## config.mk

```make
export PLATFORM = sky130hd
export DESIGN_NAME = humidity_temp_frame_decoder_core
export DESIGN_NICKNAME = d
export VERILOG_FILES = /design/src/rtl/htfd_pkg.sv /design/src/rtl/humidity_temp_frame_decoder_core.sv /design/src/rtl/htfd_front.sv /design/src/rtl/htfd_fifo.sv /design/src/rtl/htfd_back.sv
export VERILOG_INCLUDE_DIRS = /design/src /design/src/rtl
export SDC_FILE = /design/constraint.sdc
export NUM_CORES = 1
export LEC_CHECK = 0
export BUFFER_PORTS_ARGS = -buffer_cell sky130_fd_sc_hd__buf_2
export CORE_MARGIN = 1.5
export CORE_UTILIZATION = 60
export CTS_BUF_LIST = sky130_fd_sc_hd__clkbuf_8
export CTS_CLUSTER_DIAMETER = 50
export DETAILED_ROUTE_END_ITERATION = 10
export PLACE_DENSITY = 0.78
export SETUP_SLACK_MARGIN = 0.1
export SYNTH_ARGS = -nofsm -noshare
export SYNTH_HDL_FRONTEND = slang
export SYNTH_SLANG_ARGS = --single-unit
```

## constraint.sdc

```tcl
create_clock -name clk -period 6.6 [get_ports clk]
set_clock_uncertainty 0.15 [all_clocks]
set_input_delay 0 -clock clk [delete_from_list [all_inputs] [get_ports clk]]
set_output_delay 0 -clock clk [all_outputs]
set_load 0.05 [all_outputs]
```

## src/rtl/humidity_temp_frame_decoder_core_macros.svh

```systemverilog
// assertion macros for the humidity and temperature frame decoder
`ifndef HUMIDITY_TEMP_FRAME_DECODER_CORE_MACROS_SVH
`define HUMIDITY_TEMP_FRAME_DECODER_CORE_MACROS_SVH

// same-cycle implication, checked out of reset
`define HTFD_ASSERT_IMPL(label, clk, rst_n, ante, cons, msg) \
	label: assert property (@(posedge clk) disable iff (!rst_n) (ante) |-> (cons)) \
		else $error(msg);

// next-cycle implication, checked out of reset
`define HTFD_ASSERT_NEXT(label, clk, rst_n, ante, cons, msg) \
	label: assert property (@(posedge clk) disable iff (!rst_n) (ante) |=> (cons)) \
		else $error(msg);

`endif

```

## src/rtl/htfd_pkg.sv

```systemverilog
// shared types, constants and functions of the frame decoder
package htfd_pkg;

	localparam logic [7:0] CRC_POLY = 8'h31;
	localparam logic [7:0] CRC_INIT = 8'hFF;

	localparam logic [2:0] IDX_STATUS = 3'd0;
	localparam logic [2:0] IDX_CRC    = 3'd6;
	localparam logic [2:0] IDX_IDLE   = 3'd7;

	localparam int RAW_W   = 20;
	localparam int HUM_W   = 14;
	localparam int TMP_W   = 15;
	localparam int HPROD_W = RAW_W + HUM_W;
	localparam int TPROD_W = RAW_W + TMP_W;

	localparam logic [HUM_W-1:0] HUM_SCALE  = 14'd10000;
	localparam logic [TMP_W-1:0] TMP_SCALE  = 15'd20000;
	localparam logic [TMP_W-1:0] TMP_OFFSET = 15'd5000;

	localparam int MQ_DEPTH = 2;
	localparam int MQ_AW    = (MQ_DEPTH > 1) ? $clog2(MQ_DEPTH) : 1;
	localparam int MQ_CW    = $clog2(MQ_DEPTH + 1);

	typedef struct packed {
		logic             crc_bad;
		logic [7:0]       status;
		logic [RAW_W-1:0] raw_h;
		logic [RAW_W-1:0] raw_t;
	} frame_t;

	typedef struct packed {
		logic full;
		logic empty;
	} mq_stat_t;

	// one byte of crc-8, msb first
	function automatic logic [7:0] crc8_step(input logic [7:0] crc, input logic [7:0] b);
		logic [7:0] c;
		c = crc ^ b;
		for (int k = 0; k < 8; k++) begin
			if (c[7]) begin
				c = {c[6:0], 1'b0} ^ CRC_POLY;
			end else begin
				c = {c[6:0], 1'b0};
			end
		end
		return c;
	endfunction

endpackage

```

## src/rtl/humidity_temp_frame_decoder_core.sv

```systemverilog
// top level of the humidity and temperature frame decoder
// throughput: one byte item per cycle while full is low, with no bubbles between frames
// a result goes through the frame queue, scale stage and result register to the ports
// full rises only when the two-entry frame queue is full and the back end is stalled by pop
// reset: arst_n clears the byte count, crc (to 0xFF), queue pointers and valid flags at once
// the first byte after reset is taken as the status byte even without frame_start
`include "humidity_temp_frame_decoder_core_macros.svh"
module humidity_temp_frame_decoder_core import htfd_pkg::*; (
	input  logic                    clk,
	input  logic                    arst_n,
	// input item side
	input  logic                    push,
	output logic                    full,
	input  logic [7:0]              rx_byte,
	input  logic                    frame_start,
	// result item side
	output logic                    empty,
	input  logic                    pop,
	output logic                    frame_status,
	output logic [7:0]              status_raw,
	output logic                    sensor_busy,
	output logic [HUM_W-1:0]        humidity_centi,
	output logic signed [TMP_W-1:0] temperature_centi
);

	// frame records passed from front to back
	mq_stat_t mq_stat;
	logic     mq_wr;
	logic     mq_rd;
	frame_t   mq_wr_data;
	frame_t   mq_rd_data;

	// front: counts bytes, runs the crc, gathers the two 20-bit raw fields
	htfd_front u_front (
		.clk        (clk),
		.arst_n     (arst_n),
		.push       (push),
		.rx_byte    (rx_byte),
		.frame_start(frame_start),
		.full       (full),
		.mq_stat    (mq_stat),
		.mq_wr      (mq_wr),
		.mq_wr_data (mq_wr_data)
	);

	// short queue so the front keeps taking bytes while results wait
	htfd_fifo u_fifo (
		.clk    (clk),
		.arst_n (arst_n),
		.wr     (mq_wr),
		.wr_data(mq_wr_data),
		.rd     (mq_rd),
		.rd_data(mq_rd_data),
		.stat   (mq_stat)
	);

	// back: constant-scale multiplies in one stage, then offset and the result register
	htfd_back u_back (
		.clk              (clk),
		.arst_n           (arst_n),
		.mq_stat          (mq_stat),
		.mq_rd_data       (mq_rd_data),
		.mq_rd            (mq_rd),
		.empty            (empty),
		.pop              (pop),
		.frame_status     (frame_status),
		.status_raw       (status_raw),
		.sensor_busy      (sensor_busy),
		.humidity_centi   (humidity_centi),
		.temperature_centi(temperature_centi)
	);

	// a crc failure must carry zero values
	`HTFD_ASSERT_IMPL(a_bad_zero, clk, arst_n, !empty && frame_status, (humidity_centi == '0) && (temperature_centi == '0), "crc failure with nonzero values")
	// scaled humidity stays below 100 percent
	`HTFD_ASSERT_IMPL(a_hum_range, clk, arst_n, !empty, humidity_centi <= 14'd9999, "humidity out of range")
	// scaled temperature stays within the sensor span
	`HTFD_ASSERT_IMPL(a_tmp_range, clk, arst_n, !empty, ($signed(temperature_centi) >= -15'sd5000) && ($signed(temperature_centi) <= 15'sd14999), "temperature out of range")
	// the queue is never written while full
	`HTFD_ASSERT_IMPL(a_mq_no_ovf, clk, arst_n, mq_wr, !mq_stat.full, "frame queue overflow")

endmodule

```

## src/rtl/htfd_front.sv

```systemverilog
// front end: byte counting, crc and field collection, one frame record per frame
module htfd_front import htfd_pkg::*; (
	input  logic       clk,
	input  logic       arst_n,
	input  logic       push,
	input  logic [7:0] rx_byte,
	input  logic       frame_start,
	output logic       full,
	input  mq_stat_t   mq_stat,
	output logic       mq_wr,
	output frame_t     mq_wr_data
);

	logic [2:0]         byte_index_q;
	logic [7:0]         crc_q;
	logic [2*RAW_W-1:0] shift_q;
	logic [7:0]         status_q;

	logic       accept;
	logic [2:0] idx_eff;
	logic [7:0] crc_eff;
	logic [7:0] crc_next;

	assign full    = mq_stat.full;
	assign accept  = push && !mq_stat.full;
	assign idx_eff = frame_start ? IDX_STATUS : byte_index_q;
	assign crc_eff = frame_start ? CRC_INIT : crc_q;
	assign crc_next = crc8_step(crc_eff, rx_byte);

	assign mq_wr              = accept && (idx_eff == IDX_CRC);
	assign mq_wr_data.crc_bad = (rx_byte != crc_q);
	assign mq_wr_data.status  = status_q;
	assign mq_wr_data.raw_h   = shift_q[2*RAW_W-1:RAW_W];
	assign mq_wr_data.raw_t   = shift_q[RAW_W-1:0];

	always_ff @(posedge clk or negedge arst_n) begin
		if (!arst_n) begin
			byte_index_q <= IDX_STATUS;
			crc_q        <= CRC_INIT;
			shift_q      <= '0;
			status_q     <= '0;
		end else if (accept) begin
			// start flag: crc restart is already folded into crc_eff
			if (frame_start) begin
				shift_q <= '0;
			end
			if (idx_eff < IDX_CRC) begin
				crc_q        <= crc_next;
				byte_index_q <= idx_eff + 3'd1;
				if (idx_eff == IDX_STATUS) begin
					status_q <= rx_byte;
				end else begin
					shift_q <= {shift_q[2*RAW_W-9:0], rx_byte};
				end
			end else if (idx_eff == IDX_CRC) begin
				byte_index_q <= IDX_IDLE;
			end else begin
				byte_index_q <= IDX_IDLE;
			end
		end
	end

endmodule

```

## src/rtl/htfd_fifo.sv

```systemverilog
// short register queue of frame records between front and back
module htfd_fifo import htfd_pkg::*; (
	input  logic     clk,
	input  logic     arst_n,
	input  logic     wr,
	input  frame_t   wr_data,
	input  logic     rd,
	output frame_t   rd_data,
	output mq_stat_t stat
);

	frame_t            mem_q [MQ_DEPTH];
	logic [MQ_AW-1:0]  wptr_q;
	logic [MQ_AW-1:0]  rptr_q;
	logic [MQ_CW-1:0]  count_q;
	logic              do_wr;
	logic              do_rd;

	assign stat.full  = (count_q == MQ_CW'(MQ_DEPTH));
	assign stat.empty = (count_q == '0);
	assign do_wr      = wr && !stat.full;
	assign do_rd      = rd && !stat.empty;
	assign rd_data    = mem_q[rptr_q];

	always_ff @(posedge clk) begin
		if (do_wr) begin
			mem_q[wptr_q] <= wr_data;
		end
	end

	always_ff @(posedge clk or negedge arst_n) begin
		if (!arst_n) begin
			wptr_q  <= '0;
			rptr_q  <= '0;
			count_q <= '0;
		end else begin
			if (do_wr) begin
				wptr_q <= (wptr_q == MQ_AW'(MQ_DEPTH - 1)) ? '0 : wptr_q + MQ_AW'(1);
			end
			if (do_rd) begin
				rptr_q <= (rptr_q == MQ_AW'(MQ_DEPTH - 1)) ? '0 : rptr_q + MQ_AW'(1);
			end
			case ({do_wr, do_rd})
				2'b10:   count_q <= count_q + MQ_CW'(1);
				2'b01:   count_q <= count_q - MQ_CW'(1);
				default: count_q <= count_q;
			endcase
		end
	end

endmodule

```

## src/rtl/htfd_back.sv

```systemverilog
// back end: scaling multiplies, offset, error zeroing and the result register
module htfd_back import htfd_pkg::*; (
	input  logic                    clk,
	input  logic                    arst_n,
	input  mq_stat_t                mq_stat,
	input  frame_t                  mq_rd_data,
	output logic                    mq_rd,
	output logic                    empty,
	input  logic                    pop,
	output logic                    frame_status,
	output logic [7:0]              status_raw,
	output logic                    sensor_busy,
	output logic [HUM_W-1:0]        humidity_centi,
	output logic signed [TMP_W-1:0] temperature_centi
);

	logic               v_s1;
	logic               bad_s1;
	logic [7:0]         status_s1;
	logic [HPROD_W-1:0] hprod_s1;
	logic [TPROD_W-1:0] tprod_s1;

	logic               out_v_q;
	logic               bad_q;
	logic [7:0]         status_q;
	logic [HUM_W-1:0]   hum_q;
	logic [TMP_W-1:0]   tmp_q;

	logic               out_ready;
	logic               s1_ready;
	logic [TMP_W-1:0]   tmp_floor;

	assign out_ready = !out_v_q || pop;
	assign s1_ready  = !v_s1 || out_ready;
	assign mq_rd     = !mq_stat.empty && s1_ready;
	assign tmp_floor = tprod_s1[TPROD_W-1:RAW_W];

	always_ff @(posedge clk or negedge arst_n) begin
		if (!arst_n) begin
			v_s1    <= 1'b0;
			out_v_q <= 1'b0;
		end else begin
			if (s1_ready) begin
				v_s1 <= !mq_stat.empty;
			end
			if (v_s1 && out_ready) begin
				out_v_q <= 1'b1;
			end else if (pop) begin
				out_v_q <= 1'b0;
			end
		end
	end

	always_ff @(posedge clk) begin
		if (mq_rd) begin
			bad_s1    <= mq_rd_data.crc_bad;
			status_s1 <= mq_rd_data.status;
			hprod_s1  <= HPROD_W'(mq_rd_data.raw_h) * HPROD_W'(HUM_SCALE);
			tprod_s1  <= TPROD_W'(mq_rd_data.raw_t) * TPROD_W'(TMP_SCALE);
		end
		if (v_s1 && out_ready) begin
			bad_q    <= bad_s1;
			status_q <= status_s1;
			hum_q    <= bad_s1 ? '0 : hprod_s1[HPROD_W-1:RAW_W];
			tmp_q    <= bad_s1 ? '0 : tmp_floor - TMP_OFFSET;
		end
	end

	assign empty             = !out_v_q;
	assign frame_status      = bad_q;
	assign status_raw        = status_q;
	assign sensor_busy       = status_q[7];
	assign humidity_centi    = hum_q;
	assign temperature_centi = $signed(tmp_q);

endmodule
```

[After elaboration in Yosys (flattened, before gate mapping)]
Memory sizes are Yosys's and may differ from the RTL's.
Cells that the tools add are included.
Word-level totals
  register bits: 172
  bits in writable memories: 98
  input port bits: 13
  output and inout bits: 41
  word-level logic and storage cells: 80
  memories: 1
Memories
  u_fifo.mem_q: depth 2, width 49, rd ports 1, clocked after memory_dff 0, wr ports 1, line htfd_fifo.sv:12  | frame_t mem_q [MQ_DEPTH];
Cells by class
  add/subtract/negate cells: 6
  multiply operators: 2
  $lt $le $gt $ge: 1
  equality and inequality tests: 5
  muxes and demuxes: 21
  bitwise logic cells: 9
  reductions and logical operators: 18
Operator list (number)
  2-to-1 mux 40 bit: 3
  multiplier 20 x 10 -> 30 bit, second input constant: 2
  2-to-1 mux 6 bit: 8
  NOT 3 bit: 8
  subtractor 15 x 13 -> 15 bit, second input constant: 1
  2-to-1 mux 8 bit: 1
  != test 8 bit: 1
  XOR 8 bit: 1
  logical AND 1 bit: 6
  2-to-1 mux 1 bit: 6
  2-to-1 mux 3 bit: 2
  equality test 2 bit, second input constant: 2
  logical NOT 1 bit: 4
  one-hot mux 2 bit (2 select lines): 1
  nonzero test 2 bit: 2
  adder 3 x 1 -> 3 bit, second input constant: 1
  equality test 3 bit, second input constant: 1
  logical NOT 3 bit: 1
  less-than comparator 3 bit, second input constant: 1
  AND reduction 3 bit: 1
  adder 1 bit, second input constant: 2
  adder 2 x 1 -> 2 bit, second input constant: 1
  equality test 2 x 1 -> 1 bit, second input constant: 1
  logical NOT 2 bit: 1
  3 further kinds: 4

[Logic depth before layout (Yosys ltp)]
Gate-level depths: netlist (run 1).
  depth after elaboration: 18
  mapped depth: 22
  mapped depth without buffers: 20

[Modules after synthesis]
Synthesis (run 1) repeated with hierarchy kept, for this count alone.
Second synthesis, totals
  cell total of the unflattened synthesis: 1189
  area, all modules: 15307.2 sq um
By module, submodules not included
  htfd_back: instances 1, cells an instance 811, area each 8678.3 sq um, sequential area each 2332.2 sq um
  htfd_fifo: instances 1, cells an instance 171, area each 3986.3 sq um, sequential area each 3042.9 sq um
  htfd_front: instances 1, cells an instance 207, area each 2642.5 sq um, sequential area each 1486.4 sq um

[Worst setup path before layout (run 1)]
OpenSTA, ideal clock, no wires.
  kind: reg2reg
  start: register u_fifo.rptr_q
  end: register u_back.hprod_s1[30] (data pin)
  setup time: 0.265 ns
  data arrival time: 5.222 ns
  data required time: 6.185 ns
  setup slack: 0.963 ns
  cell stages (with the launch flop): 19
  buffers on the path: 2
  clock period less this slack: 5.637 ns
  cells stage by stage: dfrtp_1 buf_1 clkbuf_1 mux2_2 fa_1 ha_1 fa_1 ha_1 inv_1 fa_1 inv_1 ha_1 o21ai_0 nor2_1 o31ai_1 a31oi_1 a41oi_1 o21ai_0 xor2_1
Between the ends
  longest elaborated chain between the ends: 2
RTL lines
  from (decl): line htfd_fifo.sv:14  | logic [MQ_AW-1:0] rptr_q;
  from (signal assigned): line htfd_fifo.sv:41  | rptr_q <= (rptr_q == MQ_AW'(MQ_DEPTH - 1)) ? '0 : rptr_q + MQ_AW'(1);
  memory read (2 x 49 bit)
  multiplier 20 x 10 -> 30 bit: line htfd_back.sv:58  | hprod_s1 <= HPROD_W'(mq_rd_data.raw_h) * HPROD_W'(HUM_SCALE);
  to (signal assigned): line htfd_back.sv:58
  to (decl): line htfd_back.sv:20  | logic [HPROD_W-1:0] hprod_s1;
Every way passes these cells.
A chain may end at the register's enable or synchronous reset.

[Worst setup path after layout (run 1)]
  start: register u_fifo.rptr_q
  end: register u_back.tprod_s1[31] (data pin)
Between the ends
  longest elaborated chain between the ends: 2
RTL lines
  memory read (2 x 49 bit)
  multiplier 20 x 10 -> 30 bit: line htfd_back.sv:59  | tprod_s1 <= TPROD_W'(mq_rd_data.raw_t) * TPROD_W'(TMP_SCALE);
  to (signal assigned): line htfd_back.sv:59
  to (decl): line htfd_back.sv:21  | logic [TPROD_W-1:0] tprod_s1;
Every way passes these cells.

==> summary.md, run 1 <==
| Metric | Value |
|---|---|
| Status | finished clean |
| Floorplan die width | 161 um |
| Number of global-route vias before repair | 9426 |
| Maximum count of clock buffers along a single path | 3 |
| Peak Freq | 163 MHz |
| Post-CTS clock slew at the launch and capture registers of the worst setup and hold paths | 0.06 ns |
| Setup repair after global routing missed its margin | false |
| Deepest level of the CTS H-tree | 2 |
| Worst slew slack as a fraction of its limit | 0.289 |
| # port buffers | 53 |
| FF+latch count, synth | 239 |
| Die footprint | 25800 um2 |
| Placed cell areas | 15600 um2 |
| Ports | 54 |
| Number of iterations in the first detailed-routing pass | 6 |
| Number of antenna violations at the first check in global routing | 0 |
| Clock sink total | 239 |
| Delay-heaviest family, CP | adder cells |
| Clock period minus final worst setup slack | 6.14 ns |
| Data required time at the worst endpoint | 6.77 ns |
| Layout overhead on the synthesized area | 11.6% |
| Worst min-delay path category | primary input to asynchronous set/reset pin |
| Hold violation total from the final report | 0 |
| Last weighted congestion value of the routability-driven placer | 0.868 |
| Yosys Warn Count | 0 |
| Drt wl/cell | 17.2 um |
| Setup violations, final | 0 |
| Fraction of registers with async set or reset after synthesis | 0.272 |
| Insertion delay to the later sink of the worst-skew pair | 0.56 ns |
| Worst endpoint data arrival time | 6.31 ns |
| Worst stage delay on the critical path | 0.75 ns |
| Fin nets | 1532 |
| Post-Layout Cell Count | 1620 |
| Number of synthesized flops with an enable pin | 174 |
| Buffers plus inverters on the worst setup path | 4 |
| Detail-routed via count per cell | 5.55 |
| Total negative slack for setup checks | 0 ns |
| Critical R2R Launch | u_fifo.rptr_q$_DFFE_PN0P_ |
| Post-route cell area | 16700 um2 |
| Pin count of the biggest net entering global routing | 66 |
| CP Class | flop to flop |
| HPWL after detailed placement | 20500 um |
| Antenna fix cells | 0 |
| Pin slew with the least headroom to its limit | 1.06 ns |
| Count of placed standard cells including taps | 1532 |
| Residual DRC count | 0 |
| DIE HEIGHT | 161 um |
| Portion of synthesized cell area occupied by the leading cell type | 0.350 |
| CTS root buf | clkbuf_8 |
| Crit path from | u_fifo.rptr_q$_DFFE_PN0P_ |
| Total number of vias | 8986 |
| Portion of the post-synthesis area used by sequential elements | 0.460 |
| CTS tree | done |
| Wire length of the first global-routing pass | 46600 um |
| Number of pins exceeding their max-slew limit in the final report | 0 |
| Total gr overflow | 0 |
| Net count after synthesis | 1443 |
| Library cells used by synthesis | 61 |
| Number of standard cells after synthesis | 1174 |
| Number of CTS-inserted buffers | 41 |
| Most common library cell in the layout ignoring fill and taps | inv_1 |
| Fill cell instance count of the final layout | 1733 |
| Synth area leader | edfxtp_1 |
| Share of cells above drive strength 1 | 0.146 |
| Library cell contributing the largest single delay on the critical path | dfrtp_2 |
| Initial core utilization | 0.612 |
| Antenna-violating nets left | 0 |
| Leading cell types by total area after synthesis | edfxtp_1 (35%), ha_1 (15%), fa_1 (11%) |
| Gr usage total | 0.227 |
| Top library cells by usage in the layout, fill and taps aside | inv_1 (181), ha_1 (174), edfxtp_1 (174) |
| Max-capacitance violation count | 0 |
| Area of the core region | 24400 um2 |
| Cts repair resizes | 0 |
| Type of destination of the critical path | flop |
| Worst Path Max Fanout | 27 |
| Worst Setup Start Kind | flop |
| Area of the mapped netlist | 14900 um2 |
| Prevailing post-synth register cell | edfxtp_1 |
| Critical Path, Cell by Cell | buf_12 -> mux2i_1 -> inv_1 -> fa_1 -> ha_1 -> fa_1 -> ha_1 -> inv_1 -> fa_1 -> inv_1 -> ha_1 -> a21o_1 -> a31oi_1 -> o21ai_0 -> a22oi_1 -> o21a_1 -> o21bai_1 -> xor2_1 |
| Total Wirelength | 27800 um |
| Share of the clock period used by the worst path after layout | 0.931 |
| 1st-iter DRT viols | 492 |
| Syn Area/Cell | 12.7 um2 |
| Total number of placement rows | 57 |
==> cell families (layout without fill, tap and decap cells) <==
group | count (synthesis) | after routing | share of synthesized area
AOI/OAI and AO/OA | 184 | 184 | 0.0886
xor gates and xnor gates | 87 | 87 | 0.0511
adders and majority gates | 256 | 256 | 0.256
buffers and inverters | 198 | 320 | 0.0504
DFF | 239 | 239 | 0.460
muxes | 67 | 67 | 0.0482
and+or+nand+nor | 143 | 143 | 0.0460
==> per-stage QoR <==
stage / setup WS [ns] / hold WS (ns) / utilization
after floorplan: 0.963 / -0.446 / -
after CTS: 0.436 / 0.0332 / 0.683
after global placement: 0.521 / 0.103 / 0.640
after detailed placement: 0.450 / 0.101 / 0.640
after global routing: 0.130 / 0.106 / 0.683
final: 0.456 / 0.0307 / 0.683
==> final timing paths <==
path                                                   endpoint  slack, ns  cells past startpoint
worst max-delay path              u_back.tprod_s1[31]$_DFFE_PP_       0.46                     18
worst min-delay path            u_front.shift_q[10]$_DFFE_PN0P_       0.03                      3
worst max register to register    u_back.tprod_s1[31]$_DFFE_PP_       0.46                     18
worst min register to register   u_back.status_raw[2]$_DFFE_PP_       0.26                      0
max in group asynchronous             u_fifo.rptr_q$_DFFE_PN0P_       5.68                      3
min in group clk                     u_back.out_v_q$_DFFE_PN0P_       0.16                      4
==> cell type report <==
| cell class | instances | area [um2] | share of cell area |
|---|---|---|---|
| inverters | 169 | 634 | 0.0381 |
| flip-flops and latches | 239 | 6860 | 0.412 |
| clock buffers | 45 | 619 | 0.0372 |
| well taps | 324 | 405 | 0.0243 |
| clock inverters | 31 | 308 | 0.0185 |
| multi-input cells | 737 | 7360 | 0.442 |
| repair buffers | 75 | 473 | 0.0284 |
==> timing repair <==
item,4_1_cts,5_1_grt
endpoints found under the hold margin,96,0
setup buffers,0,0
hold buffers,12,0
==> tightest hold or removal path: stages <==
cell           delay, ns
dlygate4sd3_1       0.52
buf_2               0.10
buf_4               0.62
==> metal layers <==
| metal | up-vias | routed length (um) | global-route usage |
|---|---|---|---|
| li1 | 4304 | - | - |
| met2 | 203 | 14000 | 0.398 |
| met4 | 0 | 539 | 0.0673 |
| met1 | 4433 | 12100 | 0.287 |
| met3 | 46 | 1210 | 0.0413 |
| met5 | - | 0 | 0 |
==> state kept, by name (all words and copies together), names as in the netlist, 2 cells and up <==
name,cells
u_back.status_raw,8
u_front.status_q,8
u_front.byte_index_q,3
u_fifo.mem_q,98
u_back.tprod_s1,15
u_front.crc_q,8
u_fifo.count_q,2
u_back.humidity_centi,14
u_front.shift_q,40
u_back.hprod_s1,14
u_back.temperature_centi,15
u_back.status_s1,8
==> cell usage after synthesis, types with 3 or more instances <==
master and n:
edfxtp_1 174, ha_1 174, inv_1 169, fa_1 82, dfrtp_1 57, nor2_1 48
xnor2_1 48, a21oi_1 46, a22o_1 41, mux2_2 39, xor2_1 39, nand2_1 30
mux2i_1 28, clkbuf_1 22, o21ai_0 22, a21o_1 21, nor2b_1 20, nand3_1 18
a31oi_1 8, dfstp_2 8, and3_1 7, o21a_1 6, nand2b_1 5, nand4_1 5
o21bai_1 5, buf_2 4, a211oi_1 3, a41oi_1 3, o211ai_1 3, o31ai_1 3
Power of run 1 is not shown: default switching activity piles up to over one toggle a cycle in this logic, so the estimate is an artifact.
==> run 2: changes to the inputs <==
- REMOVE_ABC_BUFFERS: not set -> 1
==> run 2 against run 1 <==
  * Critical path depth down 2
  * Count of clock-buffer cells in the layout down 4
  * Sequential share of layout area up 0.37 points
  * Routed wire length down 3.1%
==> summary.md, run 2 (same netlist as run 1, synthesis figures left out) <==
| Metric | Value |
|---|---|
| Status | finished clean (unchanged) |
| Number of CTS-inserted buffers | 38 (was 41) |
| Post-cts hold buffer count | 12 (unchanged) |
| Met2 wire length | 13500 um (was 14000 um) |
| Drt wl/cell | 16.7 um (was 17.2 um) |
| Metal-1 WL | 11700 um (was 12100 um) |
| Gr usage total | 0.217 (was 0.227) |
| Worst Path Max Fanout | 32 (was 27) |
| Delay-heaviest family, CP | adder cells (unchanged) |
| Floorplan die width | 161 um (unchanged) |
| Clock period minus final worst setup slack | 5.69 ns (was 6.14 ns) |
| Amount of wire on met3 after detailed routing | 1090 um (was 1210 um) |
| Data required time at the worst endpoint | 6.73 ns (was 6.77 ns) |
| Number of pins exceeding their max-slew limit in the final report | 0 (unchanged) |
| Buffers plus inverters on the worst setup path | 2 (was 4) |
| Share of the clock period used by the worst path after layout | 0.862 (was 0.931) |
| Wire length of the first global-routing pass | 44800 um (was 46600 um) |
| Setup repair after global routing missed its margin | false (unchanged) |
| Number of antenna violations at the first check in global routing | 0 (unchanged) |
| Worst reg2reg setup slack | 0.91 ns (was 0.46 ns) |
| Area of the core region | 24400 um2 (unchanged) |
| Antenna fix cells | 0 (unchanged) |
| Register with the most flip-flops | u_fifo.mem_q (unchanged) |
| Most frequent cell on the critical path | ha_1 |
| 1st-iter DRT viols | 510 (was 492) |
| Number of gates on the worst path with buffers counted | 16 (was 18) |
| Cts repair resizes | 0 (unchanged) |
| Worst slew slack as a fraction of its limit | 0.302 (was 0.289) |
| Type of destination of the critical path | flop (unchanged) |
| Share of cells above drive strength 1 | 0.142 (was 0.146) |
| Critical Path, Cell by Cell | buf_12 -> mux2i_1 -> inv_1 -> ha_1 -> xor2_1 -> ha_1 -> fa_1 -> ha_1 -> fa_1 -> ha_1 -> a21oi_1 -> o21ai_0 -> o22ai_1 -> o31ai_1 -> a21oi_1 -> xnor2_1 (was buf_12 -> mux2i_1 -> inv_1 -> fa_1 -> ha_1 -> fa_1 -> ha_1 -> inv_1 -> fa_1 -> inv_1 -> ha_1 -> a21o_1 -> a31oi_1 -> o21ai_0 -> a22oi_1 -> o21a_1 -> o21bai_1 -> xor2_1) |
| Highest routed metal layer | met4 (unchanged) |
| Max-capacitance violation count | 0 (unchanged) |
| Register-to-Register Path Depth | 16 (was 18) |
| Antenna-violating nets left | 0 (unchanged) |
| Endpoint of the worst setup timing path | u_back.tprod_s1[28]$_DFFE_PP_ (was u_back.tprod_s1[31]$_DFFE_PP_) |
| Total number of vias | 8837 (was 8986) |
| Setup violations, final | 0 (unchanged) |
| Die footprint | 25800 um2 (unchanged) |
| Initial core utilization | 0.612 (unchanged) |
| Residual DRC count | 0 (unchanged) |
| Worst endpoint data arrival time | 5.82 ns (was 6.31 ns) |
| Layout overhead on the synthesized area | 10.7% (was 11.6%) |
| CTS root buf | clkbuf_8 (unchanged) |
| Reg-to-Reg End | u_back.tprod_s1[28]$_DFFE_PP_ (was u_back.tprod_s1[31]$_DFFE_PP_) |
| Deepest level of the CTS H-tree | 2 (unchanged) |
| Clock sink total | 239 (unchanged) |
| Pin count of the biggest net entering global routing | 66 (unchanged) |
| HPWL after detailed placement | 20000 um (was 20500 um) |
| Fin nets | 1532 (unchanged) |
| CTS tree | done (unchanged) |
| Setup Buffers After CTS | 0 (unchanged) |
| Library cell contributing the largest single delay on the critical path | o31ai_1 (was dfrtp_2) |
| Detail-routed via count per cell | 5.47 (was 5.55) |
| Post-CTS clock slew at the launch and capture registers of the worst setup and hold paths | 0.06 ns (about the same) |
| Ports | 54 (unchanged) |
| Hold violation total from the final report | 0 (unchanged) |
| Last weighted congestion value of the routability-driven placer | 0.885 (was 0.868) |
| Worst min-delay path category | primary input to asynchronous set/reset pin (unchanged) |
| Top library cells by usage in the layout, fill and taps aside | inv_1 (183), ha_1 (174), edfxtp_1 (174) (was inv_1 (181), ha_1 (174), edfxtp_1 (174)) |
| Worst stage delay on the critical path | 0.57 ns (was 0.75 ns) |
| Maximum count of clock buffers along a single path | 3 (unchanged) |
| Total Wirelength | 26900 um (was 27800 um) |
| # port buffers | 53 (unchanged) |
| DIE HEIGHT | 161 um (unchanged) |
| Pin slew with the least headroom to its limit | 1.04 ns (was 1.06 ns) |
| Critical R2R Launch | u_fifo.rptr_q$_DFFE_PN0P_ (unchanged) |
| Max FFs per register | 98 (unchanged) |
| Insertion delay to the later sink of the worst-skew pair | 0.53 ns (was 0.56 ns) |
| Total gr overflow | 0 (unchanged) |
| Top flop regs | u_fifo.mem_q (98), u_front.shift_q (40) (unchanged) |
| Peak Freq | 176 MHz (was 163 MHz) |
| Most common library cell in the layout ignoring fill and taps | inv_1 (unchanged) |
| Final cell utilization of the core | 0.677 (was 0.683) |
| CP Class | flop to flop (unchanged) |
| Worst Setup Start Kind | flop (unchanged) |
| Number of global-route vias before repair | 9248 (was 9426) |
| Number of iterations in the first detailed-routing pass | 5 (was 6) |
| Total negative slack for setup checks | 0 ns (unchanged) |
| Crit path from | u_fifo.rptr_q$_DFFE_PN0P_ (unchanged) |
| Total number of placement rows | 57 (unchanged) |
run 2: cell types whose count changed in the layout (fill, tap and decap cells not counted), sizes merged:
cell | previous run | this run
buf | 63 | 66
inv | 183 | 184
clkinvlp | 2 | 1
clkinv | 10 | 11
clkbuf | 45 | 41
bufinv | 5 | 2
run 2: worst min path at each step:
stage | start | to | slack, ns | depth (start not counted)
5_1_grt | arst_n | u_front.status_q[6]$_DFFE_PN0P_ | 0.10 | 3
2_1_floorplan | arst_n | u_back.out_v_q$_DFFE_PN0P_ | -0.45 | 0
3_5_place_dp | arst_n | u_front.status_q[6]$_DFFE_PN0P_ | 0.09 | 2
3_3_place_gp | arst_n | u_front.status_q[6]$_DFFE_PN0P_ | 0.08 | 2
4_1_cts | arst_n | u_front.status_q[6]$_DFFE_PN0P_ | 0.06 | 3
6_report | arst_n | u_front.status_q[6]$_DFFE_PN0P_ | 0.04 | 3
run 2: worst register-to-register path: stages, from the launching register on:
cell	delay [ns]
dfrtp_2	0.47
buf_12	0.26
mux2i_1	0.49
inv_1	0.25
ha_1	0.36
xor2_1	0.17
ha_1	0.30
fa_1	0.46
ha_1	0.31
fa_1	0.46
ha_1	0.33
a21oi_1	0.08
o21ai_0	0.28
o22ai_1	0.18
o31ai_1	0.57
a21oi_1	0.17
xnor2_1	0.16
run 2: final cells by class:
cell class / instances / area (um2)
clock buffer: 41 / 564
clock inverter: 29 / 193
fill: 1781 / 7880
inverter: 169 / 634
multi-input combinational: 737 / 7360
sequential: 239 / 6860
tap: 324 / 405
timing repair buffer: 78 / 495
run 2: per-layer routing:
metal,vias to the layer above,GRT usage
met3,58,0.0362
li1,4308,-
met4,0,0.0636
met1,4290,0.276
met2,181,0.384
met5,-,0
run 2: per-stage QoR:
stage	hold WS, ns	std cells	setup WS (ns)	instance area, um2
after floorplan	-0.446	1145	0.210	14800
after global placement	0.0772	1535	0.982	15600
after detailed placement	0.0908	1535	0.892	15600
after CTS	0.0614	1617	0.878	16500
after global routing	0.103	1617	0.543	16500
final	0.0378	1617	0.911	16500
Power of run 2 is left out for the same reason.
